--- config.mk ---
export PLATFORM = sky130hd
export DESIGN_NAME = ip_prefix_address_unit
export DESIGN_NICKNAME = d
export VERILOG_FILES = /design/src/rtl/ipau_pkg.sv /design/src/rtl/ipau_lane.sv /design/src/rtl/ipau_merge.sv /design/src/rtl/ip_prefix_address_unit.sv
export SDC_FILE = /design/constraint.sdc
export NUM_CORES = 2
export LEC_CHECK = 0
export ABC_AREA = 1
export BUFFER_PORTS_ARGS = -buffer_cell sky130_fd_sc_hd__buf_2
export CORE_MARGIN = 3
export CORE_UTILIZATION = 35
export CTS_BUF_LIST = sky130_fd_sc_hd__clkbuf_8
export DETAILED_ROUTE_END_ITERATION = 6
export GPL_ROUTABILITY_DRIVEN = 1
export GPL_TIMING_DRIVEN = 0
export SYNTH_ARGS = -nofsm -noshare
export SYNTH_HDL_FRONTEND = slang
export SYNTH_SLANG_ARGS = --single-unit
--- constraint.sdc ---
create_clock -name clk -period 13.4 [get_ports clk]
set_input_delay 3.35 -clock clk [delete_from_list [all_inputs] [get_ports clk]]
set_output_delay 3.35 -clock clk [all_outputs]
set_load 0.005 [all_outputs]
--- src/rtl/ipau_pkg.sv ---
// Package for the prefix address unit: opcodes, status codes, lane types.
// Used by every module under rtl; depends on nothing.
`default_nettype none
package ipau_pkg;
  localparam int unsigned NumLanes  = 16;
  localparam int unsigned V4Lanes   = 4;

  typedef enum logic [2:0] {
    OP_BLIT = 3'd0,
    OP_SUB  = 3'd1,
    OP_FSB  = 3'd2,
    OP_PLEN = 3'd3,
    OP_HLEN = 3'd4
  } opcode_t;

  typedef enum logic [1:0] {
    ST_OK       = 2'd0,
    ST_TOO_LONG = 2'd1,
    ST_BORROW   = 2'd2,
    ST_NOT_CIDR = 2'd3
  } status_t;

  // What one byte lane reports to the merge stage
  typedef struct packed {
    logic [7:0] blit;    // blit byte
    logic [7:0] diff_b0; // difference with borrow in 0
    logic [7:0] diff_b1; // difference with borrow in 1
    logic       bo_b0;   // borrow out with borrow in 0
    logic       bo_b1;   // borrow out with borrow in 1
    logic       a_nz;    // byte of A not zero
    logic [2:0] a_lz;    // leading zeros of A byte (valid when a_nz)
    logic       ne;      // A and B bytes differ
    logic [2:0] ne_lz;   // first differing bit (valid when ne)
    logic [7:0] a_ones;  // A bits that are set
    logic [7:0] b_zero;  // B bits that are clear
  } lane_res_t;
endpackage
`default_nettype wire

--- src/rtl/ipau_lane.sv ---
// One byte lane of the prefix address unit: blit, subtract and bit scans.
// Depends on ipau_pkg.
`default_nettype none
module ipau_lane (
  input  wire logic [7:0]        lane_idx,
  input  wire logic [7:0]        a_byte,
  input  wire logic [7:0]        b_byte,
  input  wire logic [7:0]        split_bits,
  input  wire logic [7:0]        prefix_and_byte,
  input  wire logic [7:0]        prefix_or_byte,
  input  wire logic [7:0]        host_and_byte,
  input  wire logic [7:0]        host_or_byte,
  output ipau_pkg::lane_res_t    res
);
  logic [8:0] base;
  logic [7:0] hm;
  logic [7:0] pm;
  logic [8:0] d0;
  logic [8:0] d1;
  logic [7:0] x;

  function automatic logic [2:0] lz8(input logic [7:0] v);
    logic [2:0] n;
    n = 3'd7;
    for (int k = 0; k < 8; k++) begin
      if (v[k]) n = 3'(7 - k);
    end
    return n;
  endfunction

  // Build the host mask for this byte from the split point
  always_comb begin
    base = {lane_idx, 3'd0} > 11'd255 ? 9'd0 : {lane_idx[5:0], 3'd0};
    if (base + 9'd8 <= {1'b0, split_bits}) hm = 8'h00;
    else if (base >= {1'b0, split_bits}) hm = 8'hFF;
    else hm = 8'hFF >> split_bits[2:0];
    pm = ~hm;
  end

  assign d0 = {1'b0, a_byte} - {1'b0, b_byte};
  assign d1 = {1'b0, a_byte} - {1'b0, b_byte} - 9'd1;
  assign x  = a_byte ^ b_byte;

  always_comb begin
    res.blit    = (a_byte & ((prefix_and_byte & pm) | (host_and_byte & hm)))
                  | ((prefix_or_byte & pm) | (host_or_byte & hm));
    res.diff_b0 = d0[7:0];
    res.diff_b1 = d1[7:0];
    res.bo_b0   = d0[8];
    res.bo_b1   = d1[8];
    res.a_nz    = |a_byte;
    res.a_lz    = lz8(a_byte);
    res.ne      = |x;
    res.ne_lz   = lz8(x);
    res.a_ones  = a_byte;
    res.b_zero  = ~b_byte;
  end
endmodule
`default_nettype wire

--- src/rtl/ipau_merge.sv ---
// Merge stage: combines lane reports into the result fields for one transfer.
// Depends on ipau_pkg.
`default_nettype none
module ipau_merge (
  input  wire logic [2:0]             opcode,
  input  wire logic                   is_ipv6,
  input  wire logic [7:0]             split_bits,
  input  wire logic [127:0]           a_all,
  input  wire ipau_pkg::lane_res_t    lanes [ipau_pkg::NumLanes],
  output logic [127:0]                result,
  output logic [7:0]                  bit_count,
  output logic [1:0]                  status
);
  logic [7:0]   width;
  logic [127:0] blit_v;
  logic [127:0] sub_v;
  logic         borrow;
  logic [7:0]   fsb;
  logic [7:0]   pfx;
  logic         found_a;
  logic         found_d;
  logic [127:0] host_m;
  logic [127:0] a_ones;
  logic [127:0] b_zero;
  logic         cidr_ok;
  logic [7:0]   pidx;

  assign width = is_ipv6 ? 8'd128 : 8'd32;

  // Ripple the borrow lane to lane, select precomputed differences and blit bytes
  always_comb begin
    borrow = 1'b0;
    sub_v  = '0;
    blit_v = a_all;
    for (int i = ipau_pkg::NumLanes - 1; i >= 0; i--) begin
      if (is_ipv6 || i < ipau_pkg::V4Lanes) begin
        sub_v[127 - 8*i -: 8]  = borrow ? lanes[i].diff_b1 : lanes[i].diff_b0;
        blit_v[127 - 8*i -: 8] = lanes[i].blit;
        borrow = borrow ? lanes[i].bo_b1 : lanes[i].bo_b0;
      end
    end
  end

  // Priority pick of the first set bit and first differing bit
  always_comb begin
    fsb = width;
    pfx = width;
    found_a = 1'b0;
    found_d = 1'b0;
    for (int i = 0; i < ipau_pkg::NumLanes; i++) begin
      if (is_ipv6 || i < ipau_pkg::V4Lanes) begin
        if (!found_a && lanes[i].a_nz) begin
          fsb = 8'({i[4:0], lanes[i].a_lz});
          found_a = 1'b1;
        end
        if (!found_d && lanes[i].ne) begin
          pfx = 8'({i[4:0], lanes[i].ne_lz});
          found_d = 1'b1;
        end
      end
    end
  end

  // Host part must be zero in A and all ones in B
  always_comb begin
    a_ones = '0;
    b_zero = '0;
    for (int i = 0; i < ipau_pkg::NumLanes; i++) begin
      a_ones[127 - 8*i -: 8] = lanes[i].a_ones;
      b_zero[127 - 8*i -: 8] = lanes[i].b_zero;
    end
    pidx   = pfx;
    host_m = (pidx[7] ? 128'd0 : ({128{1'b1}} >> pidx[6:0]))
             & (is_ipv6 ? {128{1'b1}} : {{32{1'b1}}, 96'd0});
    cidr_ok = ~|((a_ones | b_zero) & host_m);
  end

  always_comb begin
    result = '0;
    bit_count = '0;
    status = ipau_pkg::ST_OK;
    unique case (opcode) inside
      ipau_pkg::OP_BLIT: begin
        if (split_bits > width) status = ipau_pkg::ST_TOO_LONG;
        else result = blit_v;
      end
      ipau_pkg::OP_SUB: begin
        result = sub_v;
        if (borrow) status = ipau_pkg::ST_BORROW;
      end
      ipau_pkg::OP_FSB: bit_count = fsb;
      ipau_pkg::OP_PLEN, ipau_pkg::OP_HLEN: begin
        if (!cidr_ok) status = ipau_pkg::ST_NOT_CIDR;
        else if (opcode == ipau_pkg::OP_PLEN) bit_count = pfx;
        else bit_count = width - pfx;
      end
      default: ;
    endcase
  end
endmodule
`default_nettype wire

--- src/rtl/ip_prefix_address_unit.sv ---
// Top level of the prefix address unit: sixteen byte lanes, merge, output skid.
// Depends on ipau_pkg, ipau_lane and ipau_merge.
// One transfer per clock while the skid entry is empty: each item is decoded
// by sixteen byte lanes and the merge stage in the same cycle and lands in a
// two-entry output register, so the input stays ready while the output stalls
// for one item; throughput is one item per cycle when out_ready is held high.
`default_nettype none
module ip_prefix_address_unit (
  input  wire logic        clk,
  input  wire logic        rst_n,
  input  wire logic        in_valid,
  output logic             in_ready,
  input  wire logic [2:0]  in_opcode,
  input  wire logic        in_is_ipv6,
  input  wire logic [63:0] in_a_upper,
  input  wire logic [63:0] in_a_lower,
  input  wire logic [63:0] in_b_upper,
  input  wire logic [63:0] in_b_lower,
  input  wire logic [7:0]  in_prefix_and_byte,
  input  wire logic [7:0]  in_prefix_or_byte,
  input  wire logic [7:0]  in_host_and_byte,
  input  wire logic [7:0]  in_host_or_byte,
  input  wire logic [7:0]  in_split_bits,
  output logic             out_valid,
  input  wire logic        out_ready,
  output logic [63:0]      out_result_upper,
  output logic [63:0]      out_result_lower,
  output logic [7:0]       out_bit_count,
  output logic [1:0]       out_status
);
  typedef struct packed {
    logic [127:0] result;
    logic [7:0]   bit_count;
    logic [1:0]   status;
  } res_t;

  logic [127:0]        a_all;
  logic [127:0]        b_all;
  ipau_pkg::lane_res_t lanes [ipau_pkg::NumLanes];
  res_t                res_c;
  res_t                main_r;
  res_t                skid_r;
  logic                main_vld_r;
  logic                skid_vld_r;
  logic                in_xfer;
  logic                out_xfer;

  assign a_all = {in_a_upper, in_a_lower};
  assign b_all = {in_b_upper, in_b_lower};

  // Byte lanes
  for (genvar g = 0; g < ipau_pkg::NumLanes; g++) begin : g_lane
    ipau_lane u_lane (
      .lane_idx        (8'(g)),
      .a_byte          (a_all[127 - 8*g -: 8]),
      .b_byte          (b_all[127 - 8*g -: 8]),
      .split_bits      (in_split_bits),
      .prefix_and_byte (in_prefix_and_byte),
      .prefix_or_byte  (in_prefix_or_byte),
      .host_and_byte   (in_host_and_byte),
      .host_or_byte    (in_host_or_byte),
      .res             (lanes[g])
    );
  end

  ipau_merge u_merge (
    .opcode     (in_opcode),
    .is_ipv6    (in_is_ipv6),
    .split_bits (in_split_bits),
    .a_all      (a_all),
    .lanes      (lanes),
    .result     (res_c.result),
    .bit_count  (res_c.bit_count),
    .status     (res_c.status)
  );

  assign in_ready = !skid_vld_r;
  assign in_xfer  = in_valid && in_ready;
  assign out_xfer = main_vld_r && out_ready;

  // Output register with skid entry
  always_ff @(posedge clk) begin
    if (!rst_n) begin
      main_vld_r <= 1'b0;
      skid_vld_r <= 1'b0;
    end else begin
      if (out_xfer || !main_vld_r) begin
        if (skid_vld_r) begin
          main_r     <= skid_r;
          main_vld_r <= 1'b1;
          skid_vld_r <= 1'b0;
        end else begin
          main_r     <= res_c;
          main_vld_r <= in_xfer;
        end
      end else if (in_xfer) begin
        skid_r     <= res_c;
        skid_vld_r <= 1'b1;
      end
    end
  end

  assign out_valid        = main_vld_r;
  assign out_result_upper = main_r.result[127:64];
  assign out_result_lower = main_r.result[63:0];
  assign out_bit_count    = main_r.bit_count;
  assign out_status       = main_r.status;

`ifndef SYNTH
  // Skid holds data only behind a full main register
  a_skid_main: assert property (@(posedge clk) disable iff (!rst_n)
    skid_vld_r |-> main_vld_r) else $error("skid full with main empty");
  // A stalled output keeps its result
  a_hold: assert property (@(posedge clk) disable iff (!rst_n)
    (out_valid && !out_ready) |=> (out_valid && $stable(main_r)))
    else $error("output changed under stall");
  // Bit count never exceeds 128, the IPv6 address width
  a_cnt: assert property (@(posedge clk) disable iff (!rst_n)
    out_valid |-> out_bit_count <= 8'd128) else $error("bit count too large");
`endif
endmodule
`default_nettype wire
# Word level (Yosys, flattened, before mapping)
# Index checks and enable logic that the tools add are counted.
op_classes:
  add_sub_neg: 32
  magnitude_cmp: 33
  n_eq_ne: 4
  n_shift: 2
  mux: 444
  n_bitwise: 181
  n_reduce_logical: 103
op_table:
  columns: ["cell", "count"]
  rows:
  - ["$mux 8", 130]
  - ["$and 8x8->8", 80]
  - ["$mux 3", 128]
  - ["$or 8x8->8", 48]
  - ["$and 128x128->128", 2]
  - ["$mux 128", 2]
  - ["$not 8->8", 32]
  - ["$pmux 128 s2", 1]
  - ["$reduce_or 8->1", 32]
  - ["$sub 8x8->9", 16]
  - ["$mux 138", 1]
  - ["$sub 9x1->9 const B", 15]
  - ["$mux 2", 66]
  - ["$or 128x128->128", 1]
  - ["$reduce_or 128->1", 1]
  - ["$shr 128x7->128 const A", 1]
  - ["$xor 8x8->8", 16]
  - ["$mux 1", 113]
  - ["$mux 96", 1]
  - ["$ge 7x8->1 const A", 8]
  - ["$le 7x8->1 const A", 8]
  - ["$ge 6x8->1 const A", 4]
  - ["$le 6x8->1 const A", 4]
  - ["$logic_and 1x1->1", 32]
  - ["21 further kinds", 57]
totals:
  regBits: 278
  inputBits: 304
  output_inout_bits: 140

# Logic depth before layout (Yosys ltp)
logic_depth:
  depth_word: 68
  ltp_mapped: 48

# Hierarchy
# A second synthesis with hierarchy kept.
hier_totals:
  cells_unflattened: 7369
  area_unflattened_um2: 44836.8
by_module_without_submodules:
  columns: ["mod", "instances", "cells_each", "area_per_inst_um2", "seq_area_each_um2"]
  rows:
  - ["ipau_lane (g_lane[0].u_lane ...)", 12, 317, 1652.8, 0.0]
  - ["ip_prefix_address_unit", 1, 735, 10121.0, 8328.0]
  - ["ipau_merge", 1, 1612, 8428.1, 0.0]
  - ["ipau_lane (g_lane[6].u_lane ...)", 2, 299, 1586.5, 0.0]
  - ["ipau_lane (g_lane[5].u_lane)", 1, 310, 1660.3, 0.0]
  - ["ipau_lane (g_lane[14].u_lane)", 1, 310, 1620.3, 0.0]

# Worst setup path before layout
# OpenSTA, ideal clock, no wires.
synth_path:
  path_type: "input port to flip-flop"
  from: "in out_ready"
  to: "reg skid_r[0] (netlist bit) (enable)"
  setup_ns: 0.637
  arrival_ns: 9.294
  t_required_ns: 12.763
  setup_slack_ns: 3.470
  stages: 3
  n_path_buf: 0
  path_cell_list: "nor2_1 nand2_1 nor2_1"
synth_via:
  elab_chain_len: 4
synth_rtl:
  columns: ["element", "line_no", "rtl"]
  rows:
  - ["start, declared", "ip_prefix_address_unit.sv:25", "input wire logic out_ready,"]
  - ["$logic_and 1x1->1", "ip_prefix_address_unit.sv:79", "assign out_xfer = main_vld_r && out_ready;"]
  - ["$logic_or 1x1->1", "ip_prefix_address_unit.sv:87", "if (out_xfer || !main_vld_r) begin"]
  - ["$not 1->1 (no source line)", null, null]
  - ["$reduce_and 3->1 (no source line)", null, null]
  - ["end signal, assigned", "ip_prefix_address_unit.sv:97", "skid_r <= res_c;"]
  - ["end, declared", "ip_prefix_address_unit.sv:42", "res_t skid_r;"]
# Every way passes these cells.
# A chain may end at the register's enable or synchronous reset.

# Worst setup path after layout
layout_path:
  from: "in in_a_lower[63]"
  to: "reg main_r (netlist bit out_bit_count[3]) (data pin)"
layout_via:
  elab_chain_len: 41
  elab_cells_between_ends: 105
  classes_between: "add/sub: 1; shift: 1; mux: 66; bitwise: 4; reduce/logical: 33"
layout_rtl:
  columns: ["element", "line_no", "rtl"]
  rows:
  - ["start, declared", "ip_prefix_address_unit.sv:16", "input wire logic [63:0] in_a_lower,"]
  - ["$xor 8x8->8", "ipau_lane.sv:42", "assign x = a_byte ^ b_byte;"]
  - ["$reduce_or 8->1", "ipau_lane.sv:53", "res.ne = |x;"]
  - ["$logic_and 1x1->1", "ipau_merge.sv:56", "if (!found_d && lanes[i].ne) begin"]
  - ["$mux 1", "ipau_merge.sv:56", null]
  - ["$mux 1", "ipau_merge.sv:51", "if (is_ipv6 || i < ipau_pkg::V4Lanes) begin"]
  - ["$logic_not 1->1", "ipau_merge.sv:56", null]
  - ["$logic_and 1x1->1", "ipau_merge.sv:56", null]
  - ["$mux 1", "ipau_merge.sv:56", null]
  - ["(+25 left out)", null, null]
  - ["$shr 128x7->128", "ipau_merge.sv:73", "host_m = (pidx[7] ? 128'd0 : ({128{1'b1}} >> pidx[6:0]))"]
  - ["$mux 128", "ipau_merge.sv:73", null]
  - ["$and 128x128->128", "ipau_merge.sv:74", "& (is_ipv6 ? {128{1'b1}} : {{32{1'b1}}, 96'd0});"]
  - ["$and 128x128->128", "ipau_merge.sv:75", "cidr_ok = ~|((a_ones | b_zero) & host_m);"]
  - ["$reduce_or 128->1", "ipau_merge.sv:75", null]
  - ["$mux 8", "ipau_merge.sv:93", "if (!cidr_ok) status = ipau_pkg::ST_NOT_CIDR;"]
  - ["$pmux 8 s2 (*)", "ipau_merge.sv:82", "unique case (opcode) inside"]
  - ["$mux 138 (*)", "ip_prefix_address_unit.sv:88", "if (skid_vld_r) begin"]
  - ["end signal, assigned", "ip_prefix_address_unit.sv:89", "main_r <= skid_r;"]
  - ["end signal, assigned", "ip_prefix_address_unit.sv:93", "main_r <= res_c;"]
  - ["end, declared", "ip_prefix_address_unit.sv:41", "res_t main_r;"]
# Mark *: on every way between the ends. The rest lies on a longest branch, timed or not.

==> results.json <==
{
  "synth_top_area_share_pct": 25.25,
  "grt_pass1_wl_mm": 274.4,
  "cts_resized": 0,
  "r2r_start": "skid_vld_r$_SDFFE_PP0P_",
  "start_kind": "input port",
  "hold_path_depth": 2,
  "layout.nets": 5888,
  "syn_nets": 5397,
  "antenna_found_initial": 20,
  "core_area_mm2": 0.09236,
  "finalWorstSetupSlack_ns": 2.306,
  "die_area_mm2": 0.09748,
  "cp_max_fo": 10,
  "violations": "DRC, capacitance limit, slew limit",
  "wl_mm": 205.3,
  "clk-insertion-delay-late_ns": 0.60,
  "synth_seq_area_share_pct": 25.37,
  "netlist_instances": 4798,
  "areaGrowthSynthToFinish_pct": 14.70,
  "grt_use_total_pct": 40.02,
  "setup_viol": 0,
  "max-slew-margin-rel_pct": -10.09,
  "die_h_um": 312.2,
  "vdd_drop_max_uv": 50.63,
  "cts_tree": "built",
  "finalClockSkew_ns": 0.01577,
  "worstHoldPathType": "reg -> reg",
  "path_class": "in -> reg",
  "crit_top_cell": "inv_1",
  "critPathArrivalTime_ns": 11.45,
  "holdCritStartpoint": "skid_r[124]$_DFFE_PP_",
  "ant_nets": 0,
  "power_frac_seq_pct": 33.4,
  "initial_core_util_pct": 35.54,
  "ctsHtreeMaxLevel": 2,
  "crit_slowest_cell": "nor4_1",
  "max_clock_freq_ghz": 0.09014,
  "yosysWarnings": 0,
  "clkSinkCount": 278,
  "required_ns": 13.75,
  "drv_slew": 11,
  "synth-seq-cells": 278,
  "p_clk_share_pct": 23.8,
  "root_buffer": "clkbuf_8",
  "drive_gt1_share_pct": 13.01,
  "synthArstFlopShare_pct": 0,
  "power.switching_mw": 1.297,
  "cts-hold-fix-buffers": 0,
  "io_buffers": 438,
  "synth_area_mm2": 0.03282,
  "vias_per_cell": 5.959,
  "gp_congestion": 1.140,
  "worst_slew_pin_slew_ns": 1.651,
  "power_density_mw_per_mm2": 81.02,
  "fin_crit_sh_pct": 82.79,
  "route.detailed.drc": 7,
  "critical_path.endpoint_type": "register",
  "cpPeakStageDelay_ns": 0.88,
  "avgRoutedWirePerCell_um": 31.24,
  "p_leak_nw": 17.88,
  "rsz0062_at_grt": "no",
  "drtPass1Iterations": 7,
  "synth_top_area_cell": "edfxtp_1",
  "ff2ff_setup_slack_ns": 10.51,
  "row_count": 111,
  "cts.clk_slew.worst_paths_ns": 0.07,
  "ys.flop_type": "edfxtp_1",
  "internal_power_mw": 1.753,
  "status": "finished with violations",
  "grt_pass1_vias": 35250,
  "whs_ns": 0.5144,
  "clockBufferDepth": 3,
  "worstHoldEndpoint": "out_result_upper[50]$_DFFE_PP_",
  "io-pin-count": 444,
  "hpwl_mm": 172.8,
  "via_count": 39160,
  "post_cts_buffers": 0,
  "synth.avg_cell_area_um2": 6.840,
  "pre_cts_slack_ns": 2.089,
  "synth_edf_count": 276,
  "r2r-end": "skid_r[47]$_DFFE_PP_",
  "grt-ovfl-total": 0,
  "comb_power_share_pct": 42.8,
  "setup_tns_ns": 0,
  "drtIter0Drc": 6005,
  "drv_cap": 2,
  "hold_viol": 0,
  "swShare_pct": 42.53,
  "numCtsBuffers": 40,
  "synth_cell_type_count": 67,
  "reg2reg_depth": 8,
  "layout_min_cycle_time_ns": 11.09,
  "grt_max_degree": 38,
  "dieWidth_um": 312.2,
  "yosys-top-cells-area": "edfxtp_1 25%, nand2_1 12%, ha_1 11%"
}
layout make-up:
| type | instances | area [um^2] |
|---|---|---|
| inverters | 809 | 3042 |
| diodes | 8 | 20.02 |
| repair buffers | 449 | 2376 |
| multi-input cells | 3580 | 20900 |
| fillers | 9995 | 54710 |
| flip-flops and latches | 278 | 8328 |
| clock buffers | 40 | 550.5 |
| well taps | 1243 | 1555 |
| clock inverters | 33 | 284.0 |
| plain buffers | 131 | 589.3 |
synth_stat cells (all sizes together) (7+ instances only):
| cell type | number |
|---|---|
| o211ai | 90 |
| fa | 16 |
| nand3 | 208 |
| nor3b | 8 |
| a211oi | 8 |
| nand3b | 10 |
| xnor2 | 54 |
| nor4 | 31 |
| xor2 | 126 |
| o21bai | 44 |
| o221ai | 29 |
| inv | 792 |
| clkbuf | 90 |
| a32o | 7 |
| o21ai | 361 |
| edfxtp | 276 |
| nor3 | 57 |
| o2111ai | 26 |
| nor2 | 363 |
| or2 | 39 |
| buf | 41 |
| o22ai | 63 |
| nand2 | 1103 |
| a31oi | 23 |
| a21oi | 418 |
| a22oi | 64 |
| ha | 279 |
| nand4 | 89 |
| clkinv | 17 |
| o31ai | 7 |
worst max-delay path by stage:
stage	to	slack (ns)	from	depth (start not counted)
3_3_place_gp	skid_r[117]$_DFFE_PP_	0.30	out_ready	4
6_report	out_bit_count[3]$_DFFE_PP_	2.31	in_a_lower[63]	37
5_1_grt	out_bit_count[3]$_DFFE_PP_	2.09	in_a_upper[60]	41
3_5_place_dp	out_bit_count[3]$_DFFE_PP_	2.09	in_a_upper[53]	41
4_1_cts	out_bit_count[3]$_DFFE_PP_	2.71	in_a_upper[53]	41
2_1_floorplan	skid_r[0]$_DFFE_PP_	3.47	out_ready	3
cells by family after synthesis:
kind of cell	synth area share, %
compound gates	21.43
flops	25.37
buf+inv	11.06
simple gates	25.72
fa+ha+maj	11.61
xor+xnor	4.803
flip-flops by register name, summed over array words and instances, names as in the netlist:
name / cells
out_result_upper: 64
skid_vld_r: 1
out_result_lower: 64
out_valid: 1
skid_r: 138
out_status: 2
out_bit_count: 8
metrics by stage:
step / power [mW] / instances / area, um^2 / util [%]
2_1_floorplan: 1.733 / 4798 / 32820 / -
3_3_place_gp: 2.273 / 6479 / 36570 / 39.59
3_5_place_dp: 2.269 / 6489 / 36780 / 39.82
4_1_cts: 2.994 / 6562 / 37610 / 40.72
5_1_grt: 3.152 / 6564 / 37630 / 40.74
6_report: 3.050 / 6571 / 37640 / 40.76
layout by cell type, fill, tap and decap left out, types with 9 or more instances in the layout:
| master | synthesis | layout |
|---|---|---|
| or2_2 | 36 | 36 |
| nand4_1 | 87 | 87 |
| nand3b_1 | 10 | 10 |
| nand2_2 | 39 | 39 |
| nor2_1 | 339 | 337 |
| edfxtp_1 | 276 | 276 |
| clkbuf_8 | 1 | 41 |
| clkinv_1 | 17 | 27 |
| buf_2 | 13 | 452 |
| clkbuf_1 | 89 | 89 |
| o21bai_1 | 44 | 44 |
| xnor2_1 | 54 | 54 |
| inv_1 | 779 | 784 |
| a31oi_1 | 23 | 23 |
| inv_2 | 11 | 11 |
| o21ai_0 | 339 | 339 |
| nor3_1 | 56 | 54 |
| o211ai_1 | 90 | 90 |
| o21ai_1 | 19 | 19 |
| ha_1 | 279 | 279 |
| a21oi_1 | 418 | 418 |
| nand2_4 | 9 | 9 |
| o2111ai_1 | 26 | 26 |
| a22oi_1 | 64 | 64 |
| fa_1 | 16 | 16 |
| nor4_1 | 31 | 30 |
| nand3_1 | 190 | 190 |
| xor2_1 | 126 | 126 |
| nand3_2 | 14 | 14 |
| buf_1 | 16 | 16 |
| nor2_2 | 18 | 18 |
| clkinv_2 | 0 | 10 |
| o221ai_1 | 29 | 29 |
| o22ai_1 | 63 | 63 |
| nand2_1 | 1052 | 1052 |
routing by layer:
metal	part of all wire, %	global-route usage, %
met1	40	53.97
met5	0.028	0
met4	6.7	21.11
met3	13	11.41
met2	40	57.66
power by group through the flow:
stage / Sequential (mW) / Clock (mW) / Combinational (mW)
finish: 1.02 / 0.725 / 1.31
global route: 1.02 / 0.767 / 1.36
CTS: 1.02 / 0.738 / 1.24
detailed placement: 1.04 / 0 / 1.23
global placement: 1.05 / 0 / 1.23
floorplan: 1.05 / 0 / 0.685
critical path, delay by kind of cell:
family	cells	cell delay, ns
AOI/OAI and AO/OA	4	1.20
adders and majority gates	3	1.00
and+or+nand+nor	19	3.99
buffers and inverters	11	1.86
Note: power is estimated with default switching activity, not from simulation.
